`src/rtl/gamepad_event_to_key_bits_core_macros.svh`:
```
//------------------------------------------------------------------------------
// Gamepad event to key bits: assertion macros
// Shared concurrent assertion forms, clocked on clock and masked in reset.
//------------------------------------------------------------------------------
`ifndef GAMEPAD_EVENT_TO_KEY_BITS_CORE_MACROS_SVH
`define GAMEPAD_EVENT_TO_KEY_BITS_CORE_MACROS_SVH

// same-cycle implication
`define GEKB_ASSERT_NOW(label, ante, cons) \
   label: assert property (@(posedge clock) disable iff (reset) (ante) |-> (cons)) \
      else $error("gekb: same-cycle check failed");

// next-cycle implication
`define GEKB_ASSERT_NEXT(label, ante, cons) \
   label: assert property (@(posedge clock) disable iff (reset) (ante) |=> (cons)) \
      else $error("gekb: next-cycle check failed");

`endif

```
`src/rtl/gekb_pkg.sv`:
```
//------------------------------------------------------------------------------
// Gamepad event to key bits: package
// Shared types, opcodes, button codes, key bits and the button map.
//------------------------------------------------------------------------------
`default_nettype none

package gekb_pkg;

   localparam int PadSlotsDefault = 3;
   localparam int MaxResults      = 4;
   localparam int CountW          = $clog2(MaxResults + 1);

   localparam logic [14:0] DeadzoneReset = 15'd16000;

   // opcodes
   localparam logic [2:0] OP_BTN_DOWN = 3'd0;
   localparam logic [2:0] OP_BTN_UP   = 3'd1;
   localparam logic [2:0] OP_AXIS     = 3'd2;
   localparam logic [2:0] OP_ATTACH   = 3'd3;
   localparam logic [2:0] OP_DETACH   = 3'd4;

   // buttons
   localparam logic [4:0] BTN_A          = 5'd0;
   localparam logic [4:0] BTN_B          = 5'd1;
   localparam logic [4:0] BTN_X          = 5'd2;
   localparam logic [4:0] BTN_Y          = 5'd3;
   localparam logic [4:0] BTN_BACK       = 5'd4;
   localparam logic [4:0] BTN_START      = 5'd6;
   localparam logic [4:0] BTN_SHOULDER_L = 5'd9;
   localparam logic [4:0] BTN_SHOULDER_R = 5'd10;
   localparam logic [4:0] BTN_DPAD_UP    = 5'd11;
   localparam logic [4:0] BTN_DPAD_RIGHT = 5'd14;

   // axes
   localparam logic [2:0] AXIS_LEFT_X = 3'd0;
   localparam logic [2:0] AXIS_LEFT_Y = 3'd1;

   // key bits
   localparam logic [15:0] KEY_A          = 16'h8000;
   localparam logic [15:0] KEY_B          = 16'h4000;
   localparam logic [15:0] KEY_X          = 16'h0080;
   localparam logic [15:0] KEY_Y          = 16'h0040;
   localparam logic [15:0] KEY_SHOULDER_L = 16'h0020;
   localparam logic [15:0] KEY_SHOULDER_R = 16'h0010;
   localparam logic [15:0] KEY_BACK       = 16'h2000;
   localparam logic [15:0] KEY_START      = 16'h1000;
   localparam logic [15:0] KEY_DIR_BASE   = 16'h0100;  // right; up is base << 3

   typedef struct packed {
      logic               [1:0]  pad_slot;
      logic               [2:0]  opcode;
      logic               [4:0]  button_code;
      logic               [2:0]  axis_code;
      logic signed        [15:0] axis_value;
   } item_type;

   // dpad: bit0 up .. bit3 right; dir: bit3 up .. bit0 right
   typedef struct packed {
      logic               attached;
      logic        [3:0]  dpad;
      logic signed [15:0] stick_x;
      logic signed [15:0] stick_y;
      logic        [3:0]  dir;
   } slot_state_type;

   typedef struct packed {
      logic           wr_en;
      logic     [1:0] slot;
      slot_state_type state;
   } state_upd_type;

   typedef struct packed {
      logic [1:0]  player;
      logic [15:0] key_bits;
      logic        pressed;
   } result_type;

   typedef struct packed {
      logic [CountW-1:0]            count;
      result_type [MaxResults-1:0] entry;
   } result_set_type;

   function automatic logic [15:0] map_button(input logic [4:0] code);
      logic [15:0] kb;
      case (code)
         BTN_A:          kb = KEY_A;
         BTN_B:          kb = KEY_B;
         BTN_X:          kb = KEY_X;
         BTN_Y:          kb = KEY_Y;
         BTN_SHOULDER_L: kb = KEY_SHOULDER_L;
         BTN_SHOULDER_R: kb = KEY_SHOULDER_R;
         BTN_BACK:       kb = KEY_BACK;
         BTN_START:      kb = KEY_START;
         default:        kb = 16'h0000;
      endcase
      return kb;
   endfunction

endpackage

`default_nettype wire

```
`src/rtl/gekb_state.sv`:
```
//------------------------------------------------------------------------------
// Gamepad event to key bits: per-slot state
// Holds attach flag, d-pad flags, stick values and directions for each slot.
//------------------------------------------------------------------------------
`default_nettype none

module gekb_state
   import gekb_pkg::*;
#(
   parameter int PAD_SLOTS = PadSlotsDefault
) (
   input  wire logic           clock,
   input  wire logic           reset,
   input  wire logic [1:0]     rd_slot,
   output slot_state_type      rd_state,
   input  wire state_upd_type  upd
);

   slot_state_type slot_ff [PAD_SLOTS];
   slot_state_type slot_in [PAD_SLOTS];

   always_comb begin
      rd_state = '0;
      for (int s = 0; s < PAD_SLOTS; s++) begin
         if (int'(rd_slot) == s) begin
            rd_state = slot_ff[s];
         end
      end
   end

   always_comb begin
      for (int s = 0; s < PAD_SLOTS; s++) begin
         slot_in[s] = slot_ff[s];
         if (upd.wr_en && int'(upd.slot) == s) begin
            slot_in[s] = upd.state;
         end
      end
   end

   always_ff @(posedge clock) begin
      for (int s = 0; s < PAD_SLOTS; s++) begin
         if (reset) begin
            slot_ff[s] <= '0;
         end else begin
            slot_ff[s] <= slot_in[s];
         end
      end
   end

endmodule

`default_nettype wire

```
`src/rtl/gekb_decode.sv`:
```
//------------------------------------------------------------------------------
// Gamepad event to key bits: event decode
// One pass from the held event and slot state to a state update and results.
//------------------------------------------------------------------------------
`default_nettype none

module gekb_decode
   import gekb_pkg::*;
#(
   parameter int PAD_SLOTS = PadSlotsDefault
) (
   input  wire item_type        item,
   input  wire logic            fire,
   input  wire slot_state_type  cur,
   input  wire logic [14:0]     deadzone,
   output state_upd_type        upd,
   output result_set_type       rset
);

   logic                in_range;
   logic                recalc;
   logic [15:0]         kb;
   logic [1:0]          dpad_off;
   logic [3:0]          dpad_mask;
   logic signed [16:0]  dz_pos;
   logic signed [16:0]  dz_neg;
   logic signed [16:0]  sx;
   logic signed [16:0]  sy;
   logic [3:0]          nd;
   logic [3:0]          chg;
   logic [CountW-1:0]   n;
   slot_state_type      nxt;

   assign in_range  = int'(item.pad_slot) < PAD_SLOTS;
   assign kb        = map_button(item.button_code);
   assign dpad_off  = 2'(item.button_code - BTN_DPAD_UP);
   assign dpad_mask = 4'b0001 << dpad_off;
   assign dz_pos    = {2'b00, deadzone};
   assign dz_neg    = -dz_pos;

   always_comb begin
      nxt    = cur;
      recalc = 1'b0;
      upd    = '0;
      rset   = '0;
      nd     = '0;
      chg    = '0;
      n      = '0;
      sx     = '0;
      sy     = '0;
      upd.slot = item.pad_slot;

      if (fire && in_range) begin
         if (item.opcode == OP_ATTACH || item.opcode == OP_DETACH) begin
            upd.wr_en          = 1'b1;
            upd.state          = '0;
            upd.state.attached = (item.opcode == OP_ATTACH);
         end else if (cur.attached) begin
            if (item.opcode == OP_BTN_DOWN || item.opcode == OP_BTN_UP) begin
               if (item.button_code inside {[BTN_DPAD_UP:BTN_DPAD_RIGHT]}) begin
                  recalc = 1'b1;
                  if (item.opcode == OP_BTN_DOWN) begin
                     nxt.dpad = cur.dpad | dpad_mask;
                  end else begin
                     nxt.dpad = cur.dpad & ~dpad_mask;
                  end
               end else if (kb != 16'h0000) begin
                  rset.count                = CountW'(1);
                  rset.entry[0].player      = item.pad_slot;
                  rset.entry[0].key_bits    = kb;
                  rset.entry[0].pressed     = (item.opcode == OP_BTN_DOWN);
               end
            end else if (item.opcode == OP_AXIS) begin
               if (item.axis_code == AXIS_LEFT_X) begin
                  recalc      = 1'b1;
                  nxt.stick_x = item.axis_value;
               end else if (item.axis_code == AXIS_LEFT_Y) begin
                  recalc      = 1'b1;
                  nxt.stick_y = item.axis_value;
               end
            end
         end
      end

      if (recalc) begin
         sx    = {nxt.stick_x[15], nxt.stick_x};
         sy    = {nxt.stick_y[15], nxt.stick_y};
         nd[3] = nxt.dpad[0] || (sy < dz_neg);
         nd[2] = nxt.dpad[1] || (sy > dz_pos);
         nd[1] = nxt.dpad[2] || (sx < dz_neg);
         nd[0] = nxt.dpad[3] || (sx > dz_pos);
         chg   = nd ^ cur.dir;
         nxt.dir   = nd;
         upd.wr_en = 1'b1;
         upd.state = nxt;
         // emit changed directions up, down, left, right
         for (int i = 3; i >= 0; i--) begin
            if (chg[i]) begin
               rset.entry[n[1:0]].player   = item.pad_slot;
               rset.entry[n[1:0]].key_bits = KEY_DIR_BASE << i;
               rset.entry[n[1:0]].pressed  = nd[i];
               n = n + CountW'(1);
            end
         end
         rset.count = n;
      end
   end

endmodule

`default_nettype wire

```
`src/rtl/gekb_out.sv`:
```
//------------------------------------------------------------------------------
// Gamepad event to key bits: result buffer
// Holds one event's results; hands out one beat per cycle while out_ready.
//------------------------------------------------------------------------------
`default_nettype none

`include "gamepad_event_to_key_bits_core_macros.svh"

module gekb_out
   import gekb_pkg::*;
(
   input  wire logic            clock,
   input  wire logic            reset,
   input  wire logic            load,
   input  wire result_set_type  rset,
   output logic                 can_load,
   output logic                 out_valid,
   output logic                 out_last,
   output result_type           head,
   input  wire logic            out_ready
);

   result_type [MaxResults-1:0] queue_ff;
   result_type [MaxResults-1:0] queue_in;
   logic       [CountW-1:0]     count_ff;
   logic       [CountW-1:0]     count_in;
   logic                        pop;

   assign out_valid = (count_ff != '0);
   assign out_last  = (count_ff == CountW'(1));
   assign head      = queue_ff[0];
   assign pop       = out_valid && out_ready;
   assign can_load  = (count_ff == '0) || (out_last && out_ready);

   always_comb begin
      queue_in = queue_ff;
      count_in = count_ff;
      if (load) begin
         queue_in = rset.entry;
         count_in = rset.count;
      end else if (pop) begin
         for (int k = 0; k < MaxResults - 1; k++) begin
            queue_in[k] = queue_ff[k+1];
         end
         count_in = count_ff - CountW'(1);
      end
   end

   always_ff @(posedge clock) begin
      if (reset) begin
         count_ff <= '0;
      end else begin
         count_ff <= count_in;
      end
   end

   always_ff @(posedge clock) begin
      queue_ff <= queue_in;
   end

   `GEKB_ASSERT_NOW(a_count_bound, 1'b1, count_ff <= CountW'(MaxResults))
   `GEKB_ASSERT_NOW(a_load_safe, load, (count_ff == '0) || (out_last && pop))
   `GEKB_ASSERT_NEXT(a_pop_drains, pop && !load, count_ff == $past(count_ff) - CountW'(1))

endmodule

`default_nettype wire

```
`src/rtl/gamepad_event_to_key_bits_core.sv`:
```
//------------------------------------------------------------------------------
// Gamepad event to key bits: top level
// Flow: an accepted event waits in the input register until the result buffer
//   can take its results; the buffer then holds them as result beats.
// Throughput: one event per cycle when it yields at most one result and the
//   receiver is ready; an event with n results (at most 4) holds the input
//   while the buffer drains one beat per cycle, when the receiver is ready.
// Reset: clears all slots (detached), both stages, and loads deadzone 16000.
//------------------------------------------------------------------------------
`default_nettype none

module gamepad_event_to_key_bits_core
   import gekb_pkg::*;
#(
   parameter int PAD_SLOTS = PadSlotsDefault
) (
   input  wire logic        clock,
   input  wire logic        reset,
   // event in
   input  wire logic        req_tvalid,
   output logic             req_tready,
   // [1:0] pad_slot, [4:2] opcode, [9:5] button_code, [12:10] axis_code,
   // [28:13] axis_value, [31:29] zero
   input  wire logic [31:0] req_tdata,
   // key event out
   output logic             rsp_tvalid,
   input  wire logic        rsp_tready,
   // [1:0] player, [17:2] key_bits, [18] pressed, [23:19] zero
   output logic [23:0]      rsp_tdata,
   output logic             rsp_tlast,
   // deadzone register
   input  wire logic        csr_wr_en,
   input  wire logic [14:0] csr_wr_data
);

   // Stage 1: input register. Stage 2 is the decode pass that loads the
   // result buffer and writes the slot state on the same edge (advance).
   logic           in_valid_ff;
   logic           in_valid_in;
   item_type       in_item_ff;
   logic [14:0]    deadzone_ff;
   logic           advance;
   logic           can_load;
   slot_state_type cur_state;
   state_upd_type  upd;
   result_set_type rset;
   result_type     head;
   item_type       req_item;

   assign req_item.pad_slot    = req_tdata[1:0];
   assign req_item.opcode      = req_tdata[4:2];
   assign req_item.button_code = req_tdata[9:5];
   assign req_item.axis_code   = req_tdata[12:10];
   assign req_item.axis_value  = req_tdata[28:13];

   // held event moves on as soon as the buffer can take its results
   assign advance    = in_valid_ff && can_load;
   assign req_tready = !in_valid_ff || advance;

   always_comb begin
      in_valid_in = in_valid_ff;
      if (req_tvalid && req_tready) begin
         in_valid_in = 1'b1;
      end else if (advance) begin
         in_valid_in = 1'b0;
      end
   end

   always_ff @(posedge clock) begin
      if (reset) begin
         in_valid_ff <= 1'b0;
         deadzone_ff <= DeadzoneReset;
      end else begin
         in_valid_ff <= in_valid_in;
         if (csr_wr_en) begin
            deadzone_ff <= csr_wr_data;
         end
      end
   end

   always_ff @(posedge clock) begin
      if (req_tvalid && req_tready) begin
         in_item_ff <= req_item;
      end
   end

   gekb_state #(
      .PAD_SLOTS (PAD_SLOTS)
   ) u_state (
      .clock    (clock),
      .reset    (reset),
      .rd_slot  (in_item_ff.pad_slot),
      .rd_state (cur_state),
      .upd      (upd)
   );

   gekb_decode #(
      .PAD_SLOTS (PAD_SLOTS)
   ) u_decode (
      .item     (in_item_ff),
      .fire     (advance),
      .cur      (cur_state),
      .deadzone (deadzone_ff),
      .upd      (upd),
      .rset     (rset)
   );

   gekb_out u_out (
      .clock     (clock),
      .reset     (reset),
      .load      (advance),
      .rset      (rset),
      .can_load  (can_load),
      .out_valid (rsp_tvalid),
      .out_last  (rsp_tlast),
      .head      (head),
      .out_ready (rsp_tready)
   );

   assign rsp_tdata = {5'd0, head.pressed, head.key_bits, head.player};

endmodule

`default_nettype wire
```
`config.mk`:
```
export PLATFORM = sky130hd
export DESIGN_NAME = gamepad_event_to_key_bits_core
export DESIGN_NICKNAME = d
export VERILOG_FILES = /design/src/rtl/gekb_pkg.sv /design/src/rtl/gekb_state.sv /design/src/rtl/gekb_decode.sv /design/src/rtl/gekb_out.sv /design/src/rtl/gamepad_event_to_key_bits_core.sv
export VERILOG_INCLUDE_DIRS = /design/src /design/src/rtl
export SDC_FILE = /design/constraint.sdc
export NUM_CORES = 1
export LEC_CHECK = 0
export BUFFER_PORTS_ARGS = -buffer_cell sky130_fd_sc_hd__buf_2
export CAP_MARGIN = 20
export CORE_AREA = 3 3 163 165
export DETAILED_ROUTE_END_ITERATION = 10
export DIE_AREA = 0 0 166 168
export SYNTH_ARGS = -nofsm -noshare
export SYNTH_HDL_FRONTEND = slang
export SYNTH_SLANG_ARGS = --single-unit
```
`constraint.sdc`:
```
create_clock -name clock -period 6.8 [get_ports clock]
set_input_delay 0.68 -clock clock [delete_from_list [all_inputs] [get_ports clock]]
set_output_delay 0.68 -clock clock [all_outputs]
set_load 0.03 [all_outputs]
```
==> results.py <==
metrics = {
    "status": {
        "outcome": "finished, final reports clean",
    },
    "clock_network": {
        "clk_latency_ns": 0.52,
        "postCtsHoldBufs": 0,
        "cts-htree-levels": 1,
        "cts_root_buffer": "clkbuf_16",
        "clock_path_buffers": 3,
        "cts_buffers": 24,
        "cts_setup_buffers": 0,
        "cts_tree": "done",
        "path_clk_slew_ns": 0.06,
        "post_cts_resized": 0,
        "clock-sinks": 210,
    },
    "logic_synthesis": {
        "syn_inst": 1247,
        "synthTopCellsByArea": "dfxtp_1 (26%), edfxtp_1 (16%), ha_1 (8.2%)",
        "syn_avg_cell_area_um2": 9.10,
        "yosys_register_bits": 210,
        "yosysWarnings": 0,
        "synth_cell_types": 71,
        "ys.flop_type": "dfxtp_1",
        "yosysTopAreaCell": "dfxtp_1",
        "syn_area_mm2": 0.0113,
        "seq_area_frac_synth": 0.423,
        "yosysTopAreaCellShare": 0.265,
        "synth-async-reset-ratio": 0,
        "synth_edf_count": 60,
    },
    "detailed_routing": {
        "first_iter_violations": 784,
        "routed_wl_um": 30000,
        "vias": 9301,
        "final_antenna_net_count": 0,
        "wl_per_cell_um": 18.6,
        "first_pass_iters": 7,
        "drt-vias-per-instance": 5.78,
        "drc": 0,
    },
    "placement": {
        "placed_cells": 1564,
        "portBuffers": 66,
        "gp_congestion": 0.907,
        "hpwl_um": 19900,
    },
    "pwr": {
        "total_power_mw": 3.31,
        "vdd_drop_max_v": 0.000285,
        "power_density_mw_per_mm2": 263,
        "power_leakage_nw": 5.11,
    },
    "finish": {
        "layout.nets": 1386,
        "utilization": 0.500,
        "areaGrowthSynthToFinish_pct": 10.9,
        "final_common_cell": "nor2_1",
        "fill_cells": 2425,
        "diodes": 0,
        "final_cell_mix": "nor2_1 (198), dfxtp_1 (150), a22oi_1 (115), ha_1 (74), nand2_1 (69)",
        "drive_above_1_share": 0.111,
        "fin_cells": 1608,
    },
    "worst_hold_path": {
        "worstHoldPathType": "in2reg",
    },
    "critical_path": {
        "cp_cell_sequence": "inv_1 -> ha_1 -> a21o_1 -> and3_1 -> nand4_1 -> buf_4 -> buf_4 -> o211ai_1 -> o21ai_0 -> inv_1 -> ha_1 -> nand4_1 -> or3_1 -> a211oi_1 -> o31ai_1 -> o211a_1 -> ha_1 -> and4_1 -> or2_2 -> or2_2 -> ha_1 -> a221o_1 -> a32o_1",
        "critical_path_class": "reg2reg",
        "cp.required_ns": 7.08,
        "crit_top_cell": "ha_1",
        "crit_family": "compound AO/OA/AOI/OAI gates",
        "end_kind": "flip-flop",
        "cp_max_fo": 22,
        "crit_buf_inv": 4,
        "cp.arrival_ns": 6.42,
        "startpoint_type": "flip-flop",
        "slowest_stage": "a211oi_1",
        "crit_path_max_incr_delay_ns": 0.47,
    },
    "sta": {
        "finalHoldViolCount": 0,
        "period_share": 0.904,
        "setup_viol": 0,
        "finalSetupTns_ns": 0,
        "period_needed_ns": 6.14,
        "slew_viol_final": 0,
        "clock_skew_ns": 0.0161,
        "clock.fmax_mhz": 163,
        "tightest_slew_ns": 0.955,
        "max_slew_margin": 0.363,
        "grt_setup_unrepaired": "no",
    },
    "global_route": {
        "track_usage": 0.209,
        "grt_pass1_wl_um": 48600,
        "grt_max_degree": 91,
        "grt_overflow": 0,
        "antenna_found_initial": 0,
        "grt_pass1_vias": 8987,
    },
    "floorplanning": {
        "pin_count": 79,
        "rows": 58,
        "initial_core_util": 0.451,
        "fp.dieH_um": 168,
        "dieWidth_um": 166,
        "core-area_mm2": 0.0252,
        "dieArea_mm2": 0.0279,
    },
    "run": {
        "drv_cap": 0,
    },
}
## cell usage after synthesis, types with 6 or more instances
cell type,instances
a31oi_1,7
buf_2,7
nor2b_1,11
edfxtp_1,60
mux2i_1,52
nand4_1,17
a22oi_1,115
nor4_1,12
nor2_1,199
buf_1,14
o2111ai_1,6
xnor2_1,13
o211ai_1,38
o21ai_0,47
dfxtp_1,150
inv_1,63
a21o_1,9
clkbuf_1,56
nand2_1,69
buf_4,26
a21oi_1,42
and3_1,8
and2_1,15
o21a_1,8
nand3_1,18
ha_1,74
nor3_1,18
a32o_1,14
## cell type report
type / count / area (um^2) / share of cell area
Clock buffer: 33 / 706 / 0.0561
Clock inverter: 11 / 85.1 / 0.00676
Inverter: 63 / 236 / 0.0188
Multi-Input combinational cell: 878 / 5860 / 0.466
Sequential cell: 210 / 4800 / 0.382
Tap cell: 330 / 413 / 0.0328
Timing Repair Buffer: 83 / 473 / 0.0376
## worst register-to-register path, cell delays in order (launching register included)
cell      delay (ns)
dfxtp_1         0.36
inv_1           0.09
ha_1            0.22
a21o_1          0.19
and3_1          0.20
nand4_1         0.11
buf_4           0.21
buf_4           0.30
o211ai_1        0.13
o21ai_0         0.13
inv_1           0.14
ha_1            0.33
nand4_1         0.12
or3_1           0.43
a211oi_1        0.47
o31ai_1         0.16
o211a_1         0.32
ha_1            0.25
and4_1          0.18
or2_2           0.34
or2_2           0.32
ha_1            0.27
a221o_1         0.37
a32o_1          0.27
## power by group
| part | switching, mW | leakage, nW | internal (mW) |
|---|---|---|---|
| logic | 0.390 | 2.92 | 0.164 |
| registers | 0.0524 | 1.80 | 1.43 |
| clock network | 0.519 | 0.393 | 0.762 |
| total | 0.961 | 5.11 | 2.35 |
## through the flow
stage          hold WS (ns)  setup WS [ns]  instance area (um^2)
3_3_place_gp          0.467          0.651                 11800
3_5_place_dp          0.482          0.565                 11800
6_report              0.329          0.656                 12600
4_1_cts               0.315          0.714                 12600
2_1_floorplan         0.456           1.53                 11400
5_1_grt               0.316          0.268                 12600
## final timing paths
check,from,endpoint,slack (ns),depth (start not counted)
max,u_out.count_ff[0]$_SDFFE_PP0P_,u_out.queue_ff[37]$_DFFE_PP_,0.66,23
min,req_tdata[0],in_item_ff[27]$_DFFE_PP_,0.33,1
max reg2reg,u_out.count_ff[0]$_SDFFE_PP0P_,u_out.queue_ff[37]$_DFFE_PP_,0.66,23
min reg2reg,u_state.slot_ff[1][6]$_SDFFE_PP0P_,u_state.slot_ff[1][6]$_SDFFE_PP0P_,0.49,2
## kinds of logic (layout without fill, tap and decap cells)
logic type,after synthesis,count (layout),share of synthesized area
AOI/OAI and AO/OA,331,331,0.209
xor gates and xnor gates,15,15,0.0128
adders and majority gates,75,75,0.0825
buffers and inverters,167,190,0.0653
DFF,210,210,0.423
muxes,58,58,0.0523
other,1,9,0.000330
and+or+nand+nor,390,390,0.155
## layer usage
metal  vias to the layer above  global-route usage  part of all wire
li1                       4550                   -                 -
met1                      4476               0.279              0.45
met2                       225               0.361              0.48
met5                         -                   0                 0
met4                         0              0.0571             0.024
met3                        50              0.0282             0.046
## registers in the layout, indices dropped and copies added, names as in the netlist, named ones only
signal	flops
u_state.slot_ff	123
in_item_ff	29
u_out.queue_ff	16
deadzone_ff	15
u_out.head	15
u_out.count_ff	3
in_valid_ff	1
Note: power is estimated with default switching activity, not from simulation.
